==> src/hw/rtl/sfpd_pkg.sv <==
// Shared types and defaults for the signed fixed-point divider.
package sfpd_pkg;

   localparam int DATA_WIDTH_DEF = 64;
   localparam int FRAC_BITS_DEF  = 30;

   // Per-stage control that travels down the cell chain with each transaction.
   typedef struct packed {
      logic valid;
      logic positive;
      logic zero;
      logic hi_ge;
   } sfpd_ctl_type;

endpackage

==> src/hw/rtl/sfpd_cell.sv <==
// One restoring shift-subtract step of the divider chain.
module sfpd_cell
   import sfpd_pkg::*;
#(
   parameter int DATA_WIDTH = DATA_WIDTH_DEF
) (
   input  logic                  clock,
   input  logic                  reset,
   input  logic                  enable,
   input  sfpd_ctl_type          ctl_in_d,
   input  logic [DATA_WIDTH-1:0] rem_in_d,
   input  logic [DATA_WIDTH-1:0] lo_in_d,
   input  logic [DATA_WIDTH-1:0] q_in_d,
   input  logic [DATA_WIDTH-1:0] dmag_in_d,
   output sfpd_ctl_type          ctl_out,
   output logic [DATA_WIDTH-1:0] rem_out,
   output logic [DATA_WIDTH-1:0] lo_out,
   output logic [DATA_WIDTH-1:0] q_out,
   output logic [DATA_WIDTH-1:0] dmag_out
);

   logic [DATA_WIDTH-1:0] shifted;
   logic [DATA_WIDTH:0]   diff;
   logic                  take;
   sfpd_ctl_type          ctl_ff;
   logic [DATA_WIDTH-1:0] rem_ff;
   logic [DATA_WIDTH-1:0] rem_in;
   logic [DATA_WIDTH-1:0] lo_ff;
   logic [DATA_WIDTH-1:0] q_ff;
   logic [DATA_WIDTH-1:0] dmag_ff;

   always_comb begin
      shifted = {rem_in_d[DATA_WIDTH-2:0], lo_in_d[DATA_WIDTH-1]};
      diff    = {1'b0, shifted} - {1'b0, dmag_in_d};
      // subtract when the dropped top bit is set or no borrow occurs
      take    = rem_in_d[DATA_WIDTH-1] || !diff[DATA_WIDTH];
      rem_in  = take ? diff[DATA_WIDTH-1:0] : shifted;
   end

   always_ff @(posedge clock) begin
      if (reset) begin
         ctl_ff <= '0;
      end else if (enable) begin
         ctl_ff <= ctl_in_d;
      end
   end

   always_ff @(posedge clock) begin
      if (enable) begin
         rem_ff  <= rem_in;
         lo_ff   <= {lo_in_d[DATA_WIDTH-2:0], 1'b0};
         q_ff    <= {q_in_d[DATA_WIDTH-2:0], take};
         dmag_ff <= dmag_in_d;
      end
   end

   assign ctl_out  = ctl_ff;
   assign rem_out  = rem_ff;
   assign lo_out   = lo_ff;
   assign q_out    = q_ff;
   assign dmag_out = dmag_ff;

endmodule

==> config.mk <==
export PLATFORM = sky130hd
export DESIGN_NAME = sfpd_cell
export DESIGN_NICKNAME = d
export VERILOG_FILES = /design/src/hw/rtl/sfpd_pkg.sv /design/src/hw/rtl/sfpd_cell.sv
export SDC_FILE = /design/constraint.sdc
export NUM_CORES = 1
export LEC_CHECK = 0
export ABC_AREA = 0
export BUFFER_PORTS_ARGS = -buffer_cell sky130_fd_sc_hd__buf_2
export CORE_AREA = 2 2 203 205
export DETAILED_ROUTE_END_ITERATION = 16
export DIE_AREA = 0 0 205 207
export GPL_TIMING_DRIVEN = 0
export MAX_ROUTING_LAYER = met4
export PLACE_DENSITY = 0.59
export SYNTH_ARGS = -nofsm -noshare
export SYNTH_HDL_FRONTEND = slang
export SYNTH_SLANG_ARGS = --single-unit
==> constraint.sdc <==
create_clock -name clock -period 4 [get_ports clock]
set_input_delay 0.4 -clock clock [delete_from_list [all_inputs] [get_ports clock]]
set_output_delay 0.4 -clock clock [all_outputs]
set_load 0.005 [all_outputs]
==> run metrics <==
status finished clean; routability cong. approximately 0.9; count leader, synth edfxtp_1; Lkg Pwr 8.32 nW; TritonCTS clock tree built; wire length per cell 19.1 um; Slew Limit Fails 0; worst r2r dst ctl_out[3]; biggest area consumer among synthesized cells edfxtp_1; Total Power 7.82 mW; drt pass-1 iters 5; clk_skew 0 ns; DP Area 16200 um^2; share of layout cells above drive strength 1 35.1%; Worst Tran Pin Value 0.887 ns; worst slack, placed -0.116 ns; Synth Cell Area 12900 um^2; starting density of the core 31.9%; Max VDD drop 0.000316 V; vias in the first global route 11800; All-Layer GR Usage 20.9%; crit end category flop; CTS sink cnt 259; floorplan core area between 40000 and 50000 um^2; synth unique cells 86; DRC Markers 0; post-route setup slack 0.393 ns; Final Hold Violating Endpoints 0; largest net degree at the start of global routing approximately 110; HP Class in2reg; crit path max fanout 10; antenna violations before repair 5; first-pass GRT wire length around 66000 um; setup TNS 0 ns; PostCTS Resize Cnt 0; Die Span X roughly 200 um; EDFF count, synth 255; Post-Syn Nets around 1400; critical path type in2reg; fin crit share 90.2%; final setup fails 0; Layout Nets 2111; asr flop ratio synth 0%; Core Util, Final 46.8%; part of the Yosys area used for sequential elements 60.1%; final std cells w/o fill about 2300; largest cells by area after synthesis edfxtp_1, ha_1, nand2_1, a21oi_1, inv_1; die area 42400 um^2; R2R Path Start ctl_out[3]; synth warn 0; io pins 523; Inst Count DP 2120; Arr. time, crit path 3.90 ns; CP endpoint rem_out[30]; GR Util met1 23.3%; Routed WL 44800 um; Synth Area per Inst approximately 12 um^2; Pwr Density 414 nW/um^2; Max-cap violations 0; P&R area growth vs syn 46.5%; WHS 0.0288 ns; Rows 74; post-synthesis cell count ~1100; met3 GRT Util 5.00%; WP data required 4.29 ns; mean number of vias per cell 4.82; gr busiest metal met2; unrepaired setup endpoints after global routing no; Synth top area share 59.4%; Max Clock Freq 0.277 GHz; Final ANT Viol Nets 0; fill count approximately 3700; CTS Buf Count 31; M2 GR Usage 36.1%; Setup crit start kind input pin; Worst Setup SP dmag_in_d[5]; Primary FF master, synth edfxtp_1; CTS Buffer Depth 3; Register-to-Register Path Depth 2; drt initial violations between 600 and 700; PortBufs 520; R2R Setup Slk 3.40 ns; vias 11300; htree depth 1; Synth top cells by count edfxtp_1, nand2_1, inv_1; grt ovf 0; clk slew on worst S/H paths 0.06 ns; HPWL Detailed approximately 34000 um; flops & latches, synth 259; die span in y 207 um; post-CTS setup buffers 0; fin crit period between 3 and 4 ns; post-route cell area 18900 um^2; clk root buf clkbuf_16; Slew Limit Headroom 39.3%; Clock Latency Late Sink 0.57 ns; hold buffer count at cts 162
[routing by layer]
metal	vias up	routed length (um)
li1	5398	-
met4	0	1680
met2	442	22200
met3	90	3620
met5	-	0
met1	5366	17300
[power by group]
group	internal, mW	switching, mW	leakage [nW]
Sequential	3.31	0.0669	2.53
Combinational	0.717	0.872	5.29
Clock	1.68	1.17	0.510
Total	5.70	2.11	8.32
[layout by cell type (no fill, tap or decap), drive strengths merged, types with 9 or more instances in the layout]
| cell type | n |
|---|---|
| edfxtp | 255 |
| nor2 | 62 |
| and3 | 10 |
| and2 | 11 |
| nand3 | 12 |
| clkbuf | 43 |
| buf | 546 |
| o211ai | 9 |
| o21bai | 14 |
| nor3 | 17 |
| o21ai | 84 |
| a211oi | 9 |
| ha | 64 |
| a21o | 32 |
| nand4 | 19 |
| o31ai | 12 |
| clkinv | 15 |
| dlygate4sd3 | 162 |
| xor2 | 24 |
| a21oi | 71 |
| xnor2 | 25 |
| a31oi | 9 |
| inv | 83 |
| nand2 | 121 |
[registers in the layout, summed over array words and instances, names as in the netlist]
signal and flops:
q_out 64, lo_out 63, dmag_out 64, rem_out 64, ctl_out 4
[worst min path at each step]
stage	startpoint	end	slack [ns]	cells past startpoint
2_1_floorplan	reset	ctl_out[0]	0.47	1
3_3_place_gp	ctl_out[2]	ctl_out[2]	0.48	2
3_5_place_dp	ctl_out[3]	ctl_out[3]	0.48	2
4_1_cts	dmag_in_d[11]	dmag_out[11]	0.0003	1
5_1_grt	lo_in_d[15]	lo_out[16]	0.004	1
6_report	dmag_in_d[11]	dmag_out[11]	0.03	1
[worst max-delay path, cell delays in order]
cell and delay (ns):
dlygate4sd3_1 0.54, buf_2 0.11, inv_1 0.04, ha_1 0.32, a21o_1 0.20, a211o_1 0.29
o2111ai_1 0.35, a311oi_1 0.26, o21ai_1 0.37, a21oi_4 0.13, nor2_8 0.23, clkbuf_1 0.49
o21ai_1 0.15
[layout make-up]
type | instances | area [um^2] | area share, %
antenna | 5 | 12.5 | 0.0663
tap | 532 | 666 | 3.53
timing repair buffer | 684 | 4290 | 22.7
clock inverter | 24 | 249 | 1.32
buffer | 35 | 230 | 1.22
multi-input combinational | 693 | 4620 | 24.5
sequential | 259 | 7740 | 41.0
inverter | 79 | 297 | 1.57
clock buffer | 32 | 779 | 4.13
[kinds of logic (layout without fill, tap and decap cells)]
kind of cell | after synthesis | in the layout | synth area share (%)
fa+ha+maj | 65 | 65 | 6.37
mux | 6 | 6 | 0.476
other cells | 1 | 6 | 0.0291
xor+xnor | 49 | 49 | 3.33
simple gates | 285 | 285 | 10.6
compound gates | 287 | 287 | 15.0
buf+inv | 114 | 854 | 4.09
flops | 259 | 259 | 60.1
No activity file was read; power rests on OpenSTA's default activity.
