### src/hw/rtl/sfpd_pkg.sv
// Shared types and defaults for the signed fixed-point divider.
package sfpd_pkg;

   localparam int DATA_WIDTH_DEF = 64;
   localparam int FRAC_BITS_DEF  = 30;

   // Per-stage control that travels down the cell chain with each transaction.
   typedef struct packed {
      logic valid;
      logic positive;
      logic zero;
      logic hi_ge;
   } sfpd_ctl_type;

endpackage

### src/hw/rtl/sfpd_req_if.sv
// Request channel: dividend and divisor with valid/ready handshake.
interface sfpd_req_if #(
   parameter int DATA_WIDTH = 64
) ();
   logic                         valid;
   logic                         ready;
   logic signed [DATA_WIDTH-1:0] dividend;
   logic signed [DATA_WIDTH-1:0] divisor;

   modport source (output valid, output dividend, output divisor, input ready);
   modport sink   (input valid, input dividend, input divisor, output ready);
endinterface

### src/hw/rtl/sfpd_prep.sv
// Input stage: operand magnitudes, widened dividend and range check.
module sfpd_prep
   import sfpd_pkg::*;
#(
   parameter int DATA_WIDTH = DATA_WIDTH_DEF,
   parameter int FRAC_BITS  = FRAC_BITS_DEF
) (
   input  logic                  clock,
   input  logic                  reset,
   input  logic                  enable,
   sfpd_req_if.sink              req_ch,
   output sfpd_ctl_type          ctl_out,
   output logic [DATA_WIDTH-1:0] rem_out,
   output logic [DATA_WIDTH-1:0] lo_out,
   output logic [DATA_WIDTH-1:0] q_out,
   output logic [DATA_WIDTH-1:0] dmag_out
);

   logic [DATA_WIDTH-1:0]   a_u;
   logic [DATA_WIDTH-1:0]   d_u;
   logic                    a_neg;
   logic                    d_neg;
   logic [DATA_WIDTH-1:0]   amag;
   logic [DATA_WIDTH-1:0]   dmag;
   logic [2*DATA_WIDTH-1:0] wide;
   logic [DATA_WIDTH-1:0]   hi;
   sfpd_ctl_type            ctl_in;
   sfpd_ctl_type            ctl_ff;
   logic [DATA_WIDTH-1:0]   rem_ff;
   logic [DATA_WIDTH-1:0]   lo_ff;
   logic [DATA_WIDTH-1:0]   dmag_ff;

   assign req_ch.ready = enable && !reset;

   always_comb begin
      a_u   = req_ch.dividend;
      d_u   = req_ch.divisor;
      a_neg = a_u[DATA_WIDTH-1];
      d_neg = d_u[DATA_WIDTH-1];
      amag  = a_neg ? (DATA_WIDTH'(0) - a_u) : a_u;
      dmag  = d_neg ? (DATA_WIDTH'(0) - d_u) : d_u;
      wide  = {{DATA_WIDTH{1'b0}}, amag} << FRAC_BITS;
      hi    = wide[2*DATA_WIDTH-1:DATA_WIDTH];
      ctl_in.valid    = req_ch.valid;
      ctl_in.positive = (a_neg == d_neg);
      ctl_in.zero     = (dmag == '0);
      ctl_in.hi_ge    = (hi >= dmag);
   end

   always_ff @(posedge clock) begin
      if (reset) begin
         ctl_ff <= '0;
      end else if (enable) begin
         ctl_ff <= ctl_in;
      end
   end

   always_ff @(posedge clock) begin
      if (enable) begin
         rem_ff  <= hi;
         lo_ff   <= wide[DATA_WIDTH-1:0];
         dmag_ff <= dmag;
      end
   end

   assign ctl_out  = ctl_ff;
   assign rem_out  = rem_ff;
   assign lo_out   = lo_ff;
   assign q_out    = '0;
   assign dmag_out = dmag_ff;

endmodule

### src/flat_wrapper.sv
// flat-port wrapper written by rule: the top's interface ports become plain ports
module sfpd_prep_flat import sfpd_pkg::*;
#(
   parameter int DATA_WIDTH = DATA_WIDTH_DEF,
   parameter int FRAC_BITS  = FRAC_BITS_DEF
)
  (clock, reset, enable, ctl_out, rem_out, lo_out, q_out, dmag_out, req_ch_valid, req_ch_dividend, req_ch_divisor, req_ch_ready);
  sfpd_req_if #(.DATA_WIDTH(DATA_WIDTH)) req_ch_i ();
  input  logic clock;
  input  logic reset;
  input  logic enable;
  output sfpd_ctl_type ctl_out;
  output logic [DATA_WIDTH-1:0] rem_out;
  output logic [DATA_WIDTH-1:0] lo_out;
  output logic [DATA_WIDTH-1:0] q_out;
  output logic [DATA_WIDTH-1:0] dmag_out;
  input wire logic [$bits(req_ch_i.valid)-1:0] req_ch_valid;
  input wire logic [$bits(req_ch_i.dividend)-1:0] req_ch_dividend;
  input wire logic [$bits(req_ch_i.divisor)-1:0] req_ch_divisor;
  output wire logic [$bits(req_ch_i.ready)-1:0] req_ch_ready;
  assign req_ch_i.valid = req_ch_valid;
  assign req_ch_i.dividend = req_ch_dividend;
  assign req_ch_i.divisor = req_ch_divisor;
  assign req_ch_ready = req_ch_i.ready;
  sfpd_prep #(.DATA_WIDTH(DATA_WIDTH), .FRAC_BITS(FRAC_BITS)) u_core (.clock(clock), .reset(reset), .enable(enable), .req_ch(req_ch_i), .ctl_out(ctl_out), .rem_out(rem_out), .lo_out(lo_out), .q_out(q_out), .dmag_out(dmag_out));
endmodule
### config.mk
export PLATFORM = sky130hd
export DESIGN_NAME = sfpd_prep_flat
export DESIGN_NICKNAME = d
export VERILOG_FILES = /design/src/hw/rtl/sfpd_pkg.sv /design/src/hw/rtl/sfpd_req_if.sv /design/src/hw/rtl/sfpd_prep.sv /design/src/flat_wrapper.sv
export SDC_FILE = /design/constraint.sdc
export NUM_CORES = 1
export LEC_CHECK = 0
export BUFFER_PORTS_ARGS = -buffer_cell sky130_fd_sc_hd__buf_2
export CAP_MARGIN = 20
export CORE_MARGIN = 2
export CORE_UTILIZATION = 30
export CTS_CLUSTER_SIZE = 12
export DETAILED_ROUTE_END_ITERATION = 10
export PLACE_DENSITY_LB_ADDON = 0.05
export SLEW_MARGIN = 10
export SYNTH_ARGS = -nofsm -noshare
export SYNTH_HDL_FRONTEND = slang
export SYNTH_SLANG_ARGS = --single-unit
export TNS_END_PERCENT = 5
### constraint.sdc
create_clock -name clock -period 6.3 [get_ports clock]
set_input_delay 0.63 -clock clock [delete_from_list [all_inputs] [get_ports clock]]
set_output_delay 0.63 -clock clock [all_outputs]
set_load 0.01 [all_outputs]
==> impl_metrics.py <==
metrics = {
    "route": {
        "wl_per_cell_um": 18.4,
        "dr.pass1.iters": 5,
        "drt-initial-drc-count": 336,
        "via_per_inst": 4.66,
        "vias": 6985,
        "wirelength_um": 27600,
        "drc_errors": 0,
        "antenna_left": 0,
    },
    "final_layout": {
        "design_area_um2": 10700,
        "drive_above_1_share": 0.287,
        "final_common_cell": "buf_2",
        "nNetsFinal": 1262,
        "multiInputGateArea_um2": 4190,
        "final_cell_mix": "263 x buf_2, 128 x conb_1, 128 x edfxtp_1",
        "fill_cells": 2992,
        "area_growth_pct": 21.0,
        "regArea_um2": 3920,
    },
    "timing": {
        "grt_setup_unrepaired": "false",
        "finalSetupViolCount": 0,
        "finalSetupTns_ps": 0,
        "report.final.slew_viol_count": 0,
        "fin_ws_ps": 1510,
        "hold_violations": 0,
        "finalClockSkew_ps": 0,
        "relSlewSlack": 0.392,
        "period_share": 0.760,
        "max_freq_ghz": 0.209,
        "period_minus_slack_ps": 4790,
        "worstMarginPinSlew_ps": 904,
    },
    "clock_network": {
        "cts_root_buf": "clkbuf_16",
        "postCtsHoldBufs": 0,
        "cts_resized": 0,
        "cts.path.max_buffers": 2,
        "cts_tree": "yes",
        "cts_buffers": 17,
        "postCtsSetupBuffers": 0,
        "cts.sinks": 132,
        "clkLatencyLatePin_ps": 420,
        "clk_pin_slew_ps": 60,
        "h-tree-depth": 4,
    },
    "critical_path": {
        "cp.required_ps": 6610,
        "critPathMaxFanout": 5,
        "worstSetupStartpointType": "input pin",
        "crit_arrival_ps": 5100,
        "critPathCaptureType": "register",
        "critPathKind": "in2reg",
    },
    "floorplan": {
        "die_y_um": 176,
        "initial_core_util": 0.306,
        "core-area_um2": 28900,
        "placementRows": 62,
        "num_io_pins": 393,
        "die_x_um": 176,
        "die_area_um2": 30900,
    },
    "synth": {
        "ys_async_sr_fraction": 0,
        "yosys_warnings": 0,
        "synth_area_per_cell_um2": 10.6,
        "yosys_most_used_dff": "edfxtp_1",
        "synth_area_um2": 8840,
        "seq_area_frac_synth": 0.444,
        "synthCells": 837,
        "ys_seq_elements": 132,
        "yosysUniqueCellTypes": 58,
        "synth_edf_count": 128,
    },
    "hold_path": {
        "min_path_type": "in2reg",
    },
    "place": {
        "gp_congestion": 0.829,
        "dp.final_hpwl_um": 22000,
        "place_area_um2": 10100,
        "io_buffers": 264,
        "post-place-ws_ps": 1090,
    },
    "run": {
        "drv_cap": 0,
    },
    "global_route": {
        "grt-ovfl-total": 0,
        "track_usage": 0.175,
        "grt_first_pass_wirelength_um": 40600,
        "grt_start_max_net_pins": 90,
        "grt_pass1_vias": 6754,
        "grt_antenna_before_repair": 4,
    },
    "pwr": {
        "power_leakage_nw": 4.32,
        "power_density_nw_per_um2": 247,
        "irDropWorstVdd_v": 0.000171,
    },
    "outcome": {
        "status": "completed",
    },
}
[path summary, 6_finish.rpt]
| check | start | cells after the start | slack (ps) | to |
|---|---|---|---|---|
| max reg2reg | u_core.ctl_out[3]$_SDFFE_PP0P_ | 2 | 5700 | u_core.ctl_out[3]$_SDFFE_PP0P_ |
| min reg2reg | u_core.ctl_out[0]$_SDFFE_PP0P_ | 2 | 460 | u_core.ctl_out[0]$_SDFFE_PP0P_ |
| min | req_ch_dividend[0] | 1 | 410 | u_core.lo_out[30]$_DFFE_PP_ |
| max | req_ch_dividend[18] | 20 | 1510 | u_core.ctl_out[0]$_SDFFE_PP0P_ |
[where the power goes]
| part | switching, mW | internal (mW) | leakage, nW |
|---|---|---|---|
| logic | 0.339 | 0.196 | 2.74 |
| registers | 0.0231 | 1.07 | 1.28 |
| clock network | 0.419 | 0.596 | 0.291 |
| total | 0.781 | 1.87 | 4.32 |
[routing by layer]
layer | vias up | wire [um] | global-route usage
met5 | - | 0 | 0
met4 | 0 | 489 | 0.0579
met3 | 23 | 1700 | 0.0351
met2 | 290 | 13200 | 0.296
met1 | 3314 | 12200 | 0.223
li1 | 3358 | - | -
[worst max-delay path, stage by stage]
cell	delay [ps]
buf_2	120
or4_1	600
nor4_1	480
nand4_1	310
nor3_1	300
nand3_1	200
or3_1	440
or2_1	300
o21ai_1	160
xnor2_1	120
ha_1	190
a21o_1	180
a21oi_1	130
nor2b_1	50
o21ai_0	150
nand2b_1	90
a221oi_1	240
o21ai_0	150
a21oi_1	150
o21ai_1	80
[logic make-up (layout without fill, tap and decap cells)]
group / count (synthesis) / count (layout) / share of synthesized area
adders and majority gates: 32 / 32 / 0.0453
muxes: 5 / 5 / 0.00580
DFF: 132 / 132 / 0.444
xor gates and xnor gates: 123 / 123 / 0.122
AOI/OAI and AO/OA: 138 / 138 / 0.108
buffers and inverters: 190 / 337 / 0.136
other: 1 / 132 / 0.000424
and+or+nand+nor: 216 / 216 / 0.139
[registers in the layout, summed over array words and instances, names as in the netlist]
signal	cells
u_core.lo_out	34
u_core.dmag_out	64
u_core.ctl_out	4
u_core.rem_out	30
[synthesized netlist by cell type, types with 13 or more instances]
cell / number / area share
buf_4: 128 / 0.11
edfxtp_1: 128 / 0.43
xnor2_1: 101 / 0.10
nand2_1: 43 / 0.018
o21ai_0: 42 / 0.024
o31ai_1: 40 / 0.034
inv_1: 36 / 0.015
ha_1: 32 / 0.045
nor3_1: 27 / 0.015
nor2_1: 23 / 0.0098
xor2_1: 22 / 0.022
nand4_1: 20 / 0.014
or3_1: 20 / 0.014
clkbuf_1: 19 / 0.0081
o41ai_1: 18 / 0.018
or4_1: 16 / 0.014
nand3_1: 13 / 0.0074
[stage by stage]
step	util	power [mW]	hold WS (ps)	cells
2_1_floorplan	-	1.46	470	964
3_3_place_gp	0.350	1.66	450	1463
3_5_place_dp	0.350	1.65	451	1463
4_1_cts	0.370	2.68	395	1495
5_1_grt	0.371	2.78	408	1499
6_report	0.371	2.65	409	1499
[layout make-up]
type                            instances  share of cell area
Timing Repair Buffer                  269               0.128
Multi-Input combinational cell        642               0.392
Sequential cell                       132               0.367
Antenna cell                            4            0.000936
Inverter                               36              0.0126
Tap cell                              384              0.0449
Clock inverter                         14              0.0151
Clock buffer                           18              0.0401
(Power assumes the default switching activity.)
