===== src/hw/rtl/sfpd_pkg.sv =====
// Shared types and defaults for the signed fixed-point divider.
package sfpd_pkg;

   localparam int DATA_WIDTH_DEF = 64;
   localparam int FRAC_BITS_DEF  = 30;

   // Per-stage control that travels down the cell chain with each transaction.
   typedef struct packed {
      logic valid;
      logic positive;
      logic zero;
      logic hi_ge;
   } sfpd_ctl_type;

endpackage


===== src/hw/rtl/sfpd_rsp_if.sv =====
// Response channel: quotient and status flags with valid/ready handshake.
interface sfpd_rsp_if #(
   parameter int DATA_WIDTH = 64
) ();
   logic                         valid;
   logic                         ready;
   logic signed [DATA_WIDTH-1:0] quotient;
   logic                         divide_by_zero;
   logic                         overflow;

   modport source (output valid, output quotient, output divide_by_zero, output overflow,
                   input ready);
   modport sink   (input valid, input quotient, input divide_by_zero, input overflow,
                   output ready);
endinterface


===== src/hw/rtl/sfpd_out.sv =====
// Output stage: sign correction, overflow flag, output register and skid buffer.
module sfpd_out
   import sfpd_pkg::*;
#(
   parameter int DATA_WIDTH = DATA_WIDTH_DEF
) (
   input  logic                  clock,
   input  logic                  reset,
   input  sfpd_ctl_type          ctl_in_d,
   input  logic [DATA_WIDTH-1:0] q_in_d,
   output logic                  enable,
   sfpd_rsp_if.source            rsp_ch
);

   logic [DATA_WIDTH-1:0] res_q;
   logic                  res_ovf;
   logic                  load;
   logic                  out_valid_ff;
   logic                  out_valid_in;
   logic                  skid_valid_ff;
   logic                  skid_valid_in;
   logic [DATA_WIDTH-1:0] out_q_ff;
   logic [DATA_WIDTH-1:0] out_q_in;
   logic                  out_zero_ff;
   logic                  out_zero_in;
   logic                  out_ovf_ff;
   logic                  out_ovf_in;
   logic [DATA_WIDTH-1:0] skid_q_ff;
   logic [DATA_WIDTH-1:0] skid_q_in;
   logic                  skid_zero_ff;
   logic                  skid_zero_in;
   logic                  skid_ovf_ff;
   logic                  skid_ovf_in;

   assign enable = !skid_valid_ff;
   assign load   = ctl_in_d.valid && enable;

   always_comb begin
      res_q = ctl_in_d.positive ? q_in_d : (DATA_WIDTH'(0) - q_in_d);
      priority if (ctl_in_d.zero) begin
         res_ovf = 1'b0;
      end else if (ctl_in_d.hi_ge) begin
         res_ovf = 1'b1;
      end else if (ctl_in_d.positive) begin
         res_ovf = q_in_d[DATA_WIDTH-1];
      end else begin
         res_ovf = q_in_d[DATA_WIDTH-1] && (|q_in_d[DATA_WIDTH-2:0]);
      end
   end

   always_comb begin
      out_valid_in  = out_valid_ff;
      skid_valid_in = skid_valid_ff;
      out_q_in      = out_q_ff;
      out_zero_in   = out_zero_ff;
      out_ovf_in    = out_ovf_ff;
      skid_q_in     = skid_q_ff;
      skid_zero_in  = skid_zero_ff;
      skid_ovf_in   = skid_ovf_ff;
      priority if (skid_valid_ff) begin
         // drain the skid entry once the output is taken
         if (rsp_ch.ready) begin
            out_q_in      = skid_q_ff;
            out_zero_in   = skid_zero_ff;
            out_ovf_in    = skid_ovf_ff;
            skid_valid_in = 1'b0;
         end
      end else if (load) begin
         if (!out_valid_ff || rsp_ch.ready) begin
            out_valid_in = 1'b1;
            out_q_in     = res_q;
            out_zero_in  = ctl_in_d.zero;
            out_ovf_in   = res_ovf;
         end else begin
            skid_valid_in = 1'b1;
            skid_q_in     = res_q;
            skid_zero_in  = ctl_in_d.zero;
            skid_ovf_in   = res_ovf;
         end
      end else if (rsp_ch.ready) begin
         out_valid_in = 1'b0;
      end
   end

   always_ff @(posedge clock) begin
      if (reset) begin
         out_valid_ff  <= 1'b0;
         skid_valid_ff <= 1'b0;
      end else begin
         out_valid_ff  <= out_valid_in;
         skid_valid_ff <= skid_valid_in;
      end
   end

   always_ff @(posedge clock) begin
      out_q_ff     <= out_q_in;
      out_zero_ff  <= out_zero_in;
      out_ovf_ff   <= out_ovf_in;
      skid_q_ff    <= skid_q_in;
      skid_zero_ff <= skid_zero_in;
      skid_ovf_ff  <= skid_ovf_in;
   end

   assign rsp_ch.valid          = out_valid_ff;
   assign rsp_ch.quotient       = out_q_ff;
   assign rsp_ch.divide_by_zero = out_zero_ff;
   assign rsp_ch.overflow       = out_ovf_ff;

`ifndef ASSERT_OFF
   a_skid_needs_out: assert property (@(posedge clock) disable iff (reset)
      skid_valid_ff |-> out_valid_ff)
      else $error("skid entry held without a valid output entry");

   a_zero_no_ovf: assert property (@(posedge clock) disable iff (reset)
      out_valid_ff && out_zero_ff |-> !out_ovf_ff)
      else $error("divide by zero reported together with overflow");

   a_skid_holds: assert property (@(posedge clock) disable iff (reset)
      skid_valid_ff && !rsp_ch.ready |=> skid_valid_ff && !enable)
      else $error("skid entry dropped while the output stalled");

   a_skid_fill: assert property (@(posedge clock) disable iff (reset)
      $rose(skid_valid_ff) |-> $past(load) && $past(out_valid_ff) && !$past(rsp_ch.ready))
      else $error("skid entry filled without a stalled output");
`endif

endmodule


===== src/flat_wrapper.sv =====
// flat-port wrapper written by rule: the top's interface ports become plain ports
module sfpd_out_flat import sfpd_pkg::*;
#(
   parameter int DATA_WIDTH = DATA_WIDTH_DEF
)
  (clock, reset, ctl_in_d, q_in_d, enable, rsp_ch_valid, rsp_ch_quotient, rsp_ch_divide_by_zero, rsp_ch_overflow, rsp_ch_ready);
  sfpd_rsp_if #(.DATA_WIDTH(DATA_WIDTH)) rsp_ch_i ();
  input  logic clock;
  input  logic reset;
  input  sfpd_ctl_type ctl_in_d;
  input  logic [DATA_WIDTH-1:0] q_in_d;
  output logic enable;
  output wire logic [$bits(rsp_ch_i.valid)-1:0] rsp_ch_valid;
  output wire logic [$bits(rsp_ch_i.quotient)-1:0] rsp_ch_quotient;
  output wire logic [$bits(rsp_ch_i.divide_by_zero)-1:0] rsp_ch_divide_by_zero;
  output wire logic [$bits(rsp_ch_i.overflow)-1:0] rsp_ch_overflow;
  input wire logic [$bits(rsp_ch_i.ready)-1:0] rsp_ch_ready;
  assign rsp_ch_valid = rsp_ch_i.valid;
  assign rsp_ch_quotient = rsp_ch_i.quotient;
  assign rsp_ch_divide_by_zero = rsp_ch_i.divide_by_zero;
  assign rsp_ch_overflow = rsp_ch_i.overflow;
  assign rsp_ch_i.ready = rsp_ch_ready;
  sfpd_out #(.DATA_WIDTH(DATA_WIDTH)) u_core (.clock(clock), .reset(reset), .ctl_in_d(ctl_in_d), .q_in_d(q_in_d), .enable(enable), .rsp_ch(rsp_ch_i));
endmodule

===== config.mk =====
export PLATFORM = sky130hd
export DESIGN_NAME = sfpd_out_flat
export DESIGN_NICKNAME = d
export VERILOG_FILES = /design/src/hw/rtl/sfpd_pkg.sv /design/src/hw/rtl/sfpd_rsp_if.sv /design/src/hw/rtl/sfpd_out.sv /design/src/flat_wrapper.sv
export SDC_FILE = /design/constraint.sdc
export NUM_CORES = 1
export LEC_CHECK = 0
export BUFFER_PORTS_ARGS = -buffer_cell sky130_fd_sc_hd__buf_2
export CORE_AREA = 2 2 118 120
export DETAILED_ROUTE_END_ITERATION = 12
export DIE_AREA = 0 0 120 122
export GPL_ROUTABILITY_DRIVEN = 0
export PLACE_DENSITY = 0.79
export SYNTH_ARGS = -nofsm -noshare
export SYNTH_HDL_FRONTEND = slang
export SYNTH_SLANG_ARGS = --single-unit

===== constraint.sdc =====
create_clock -name clock -period 7.8 [get_ports clock]
set_clock_uncertainty 0.1 [all_clocks]
set_input_delay 0 -clock clock [delete_from_list [all_inputs] [get_ports clock]]
set_output_delay 0 -clock clock [all_outputs]
set_load 0.02 [all_outputs]

==> flow_metrics.tcl <==
set metrics [dict create \
    grt_util_met2 0.445 \
    crit_chain "dlygate4sd3_1 > buf_2 > nor4_1 > nand4b_1 > nor4_1 > mux2_2 > nor4_1" \
    timing.final.crit_share 0.472 \
    die_area_mm2 0.0146 \
    met3_usage 0.0571 \
    seqPwrFrac 0.440 \
    synth.yosys.warnings 0 \
    synthSimpleGateAreaFrac 0.186 \
    synth.distinct_cells 57 \
    synthMuxAreaShare 0.0679 \
    synth_top_flop_cell "edfxtp_1" \
    min_path_type "in2reg" \
    slowest_stage "nor4_1" \
    vias 6365 \
    synth_edf_count 132 \
    cap_violations 0 \
    ant_nets 0 \
    area_delta_synth_final_pct 29.0 \
    tns_ns 0 \
    syn-cell-area_mm2 0.00728 \
    whs_endpoint "u_core.skid_valid_ff" \
    ir_drop_mv 0.135 \
    die_width_um 120 \
    io_buffers 138 \
    grt_pass1_wl_um 31700 \
    wire_per_inst_um 20.3 \
    grt_max_degree 83 \
    p_leak_uw 0.00343 \
    combPwrFrac 0.152 \
    via_per_inst 6.28 \
    clock-sinks 134 \
    r2r_cells 5 \
    io_pins 139 \
    rr_endpoint "u_core.rsp_ch.quotient[51]" \
    clk_latency_ns 0.43 \
    finalHoldViolations 0 \
    slew_violations 0 \
    ys_async_sr_fraction 0 \
    crit_top_cell "nor4_1" \
    cpPeakStageDelay_ns 0.98 \
    gr-usage-met1 0.374 \
    totalPowerFinal_uw 1960 \
    hp-start "reset" \
    cts_setup_buffers 0 \
    crit_type "in2reg" \
    grt_busiest_layer "met2" \
    cellPowerDensity_mw_per_mm2 209 \
    grtUsageTotal 0.280 \
    status "complete, no violations" \
    worstSetupEndpointType "register" \
    tightest_slew_ns 1.15 \
    cts_tree "done" \
    crit_fanout 12 \
    drc 0 \
    reg2reg_slack_ns 5.17 \
    clockRootBuffer "clkbuf_16" \
    arrival_ns 3.83 \
    p_int_uw 1470 \
    fin_ws_ns 4.12 \
    dp_hpwl_um 12300 \
    clkTransAtPathRegs_ns 0.06 \
    grt_pass1_vias 6014 \
    rr_startpoint "u_core.skid_valid_ff" \
    cts_buffers 17 \
    routed_wl_um 20600 \
    synth_seq_cells 134 \
    synthXorXnorAreaFrac 0.0674 \
    yosysSeqAreaShare 0.550 \
    fmax_mhz 272 \
    power.switching_uw 493 \
    grt_setup_unrepaired "no" \
    synth_top_family_by_area "simple AND/OR/NAND/NOR gates" \
    start_util 0.539 \
    crit_path_start_kind "input pin" \
    syn_inst 626 \
    firstDrtPassIters 5 \
    post-place-ws_ns 4.29 \
    rows 43 \
    setup_viol 0 \
    synth_fa_ha_area_frac 0.00172 \
    diodes 0 \
    swShare 0.251 \
    core_area_mm2 0.0135 \
    slew_headroom 0.233 \
    grt_overflow 0 \
    synthesis.nets 698 \
    synth-compound-area-share 0.0969 \
    drive_gt1_frac 0.282 \
    clockBufferDepth 2 \
    nets 893 \
    drt-initial-drc-count 631 \
    antenna_found_initial 0 \
    cts_htree_levels 4 \
    pwr-share-clk 0.408 \
    die_h_um 122 \
    whs_path_depth 3 \
    period_needed_ns 3.68 \
    syn_area_per_cell_um2 11.6 \
    cp.required_ns 7.94 \
]
worst max-delay path: cells and delay by family:
kind,cells,cell delay (ns)
muxes,1,0.41
and+or+nand+nor,4,2.70
buffers and inverters,2,0.71
routing by layer:
metal | vias up | share of wire
li1 | 2842 | -
met1 | 3058 | 0.40
met2 | 402 | 0.48
met3 | 63 | 0.085
met4 | 0 | 0.032
met5 | - | 0
layout by cell type (no fill, tap or decap), types with 4 or more instances in the layout:
cell	n
a211oi_1	6
a21oi_1	21
a31oi_1	18
and3_1	9
buf_2	138
buf_4	6
clkbuf_16	17
dlygate4sd3_1	73
edfxtp_1	132
inv_1	12
mux2_2	43
nand2_1	20
nand3_1	18
nand4_1	13
nor2_1	53
nor3_1	33
nor3b_1	4
nor4_1	25
nor4b_1	7
o21ai_0	21
o221ai_1	7
o31a_1	4
or3_1	19
or4_1	10
xnor2_1	22
xor2_1	34
state kept, by name, indices dropped and copies added (netlist names):
name and count:
u_core.rsp_ch.divide_by_zero 1, u_core.rsp_ch.overflow 1, u_core.rsp_ch.quotient 64, u_core.rsp_ch.valid 1
u_core.skid_ovf_ff 1, u_core.skid_q_ff 64, u_core.skid_valid_ff 1, u_core.skid_zero_ff 1
Yosys cell counts, types with 4 or more instances:
| library cell | instances | share of area |
|---|---|---|
| mux2_2 | 43 | 0.067 |
| clkbuf_1 | 32 | 0.017 |
| nor3b_1 | 5 | 0.0052 |
| inv_1 | 13 | 0.0067 |
| or3_1 | 19 | 0.016 |
| xor2_1 | 34 | 0.041 |
| buf_1 | 5 | 0.0026 |
| nor4_1 | 25 | 0.021 |
| o31a_1 | 4 | 0.0048 |
| o21ai_0 | 21 | 0.014 |
| nor2_1 | 53 | 0.027 |
| a211oi_1 | 6 | 0.0062 |
| nand2_1 | 20 | 0.010 |
| a21oi_1 | 21 | 0.014 |
| a31oi_1 | 18 | 0.015 |
| nor3_1 | 33 | 0.023 |
| o221ai_1 | 7 | 0.0084 |
| nand3_1 | 18 | 0.012 |
| and3_1 | 9 | 0.0077 |
| or4_1 | 10 | 0.010 |
| nand4_1 | 13 | 0.011 |
| edfxtp_1 | 132 | 0.54 |
| nor4b_1 | 7 | 0.0084 |
| xnor2_1 | 22 | 0.026 |
power groups by stage:
stage	Sequential [uW]	Combinational (uW)	Clock, uW
detailed placement	878	258	0
global placement	877	251	0
finish	864	299	801
global route	867	319	835
CTS	864	292	807
floorplan	922	121	0
worst max-delay path by stage:
stage,start,endpoint
after global routing,q_in_d[6],u_core.rsp_ch.quotient[52]
after global placement,q_in_d[6],u_core.rsp_ch.quotient[52]
after CTS,q_in_d[6],u_core.rsp_ch.quotient[52]
final,q_in_d[6],u_core.rsp_ch.quotient[52]
after floorplan,u_core.skid_valid_ff,u_core.skid_ovf_ff
after detailed placement,q_in_d[6],u_core.rsp_ch.quotient[52]
kinds of logic after synthesis:
group           count (synthesis)
simple gates                  234
flops                         134
compound gates                103
xor+xnor                       56
buf+inv                        54
mux                            44
fa+ha+maj                       1
final cells by class:
type | instances | area [um2]
Sequential cell | 134 | 4000
Timing Repair Buffer | 217 | 1470
Fill cell | 955 | 4110
Inverter | 13 | 48.8
Multi-Input combinational cell | 438 | 3060
Clock inverter | 13 | 158
Clock buffer | 18 | 429
Tap cell | 180 | 225
through the flow:
step / cells / util / hold WS, ns / cell area [um2]
finish: 1013 / 0.696 / 0.200 / 9390
global route: 1013 / 0.696 / 0.204 / 9390
CTS: 1013 / 0.696 / 0.168 / 9390
detailed placement: 909 / 0.598 / 0.0764 / 8080
global placement: 909 / 0.598 / 0.0692 / 8080
floorplan: 626 / - / -0.0309 / 7280
repair_timing:
item,in CTS,in global routing
hold buffers,73,0
resized for setup,0,0
endpoints found under the hold margin,89,0
(Power assumes the default switching activity.)
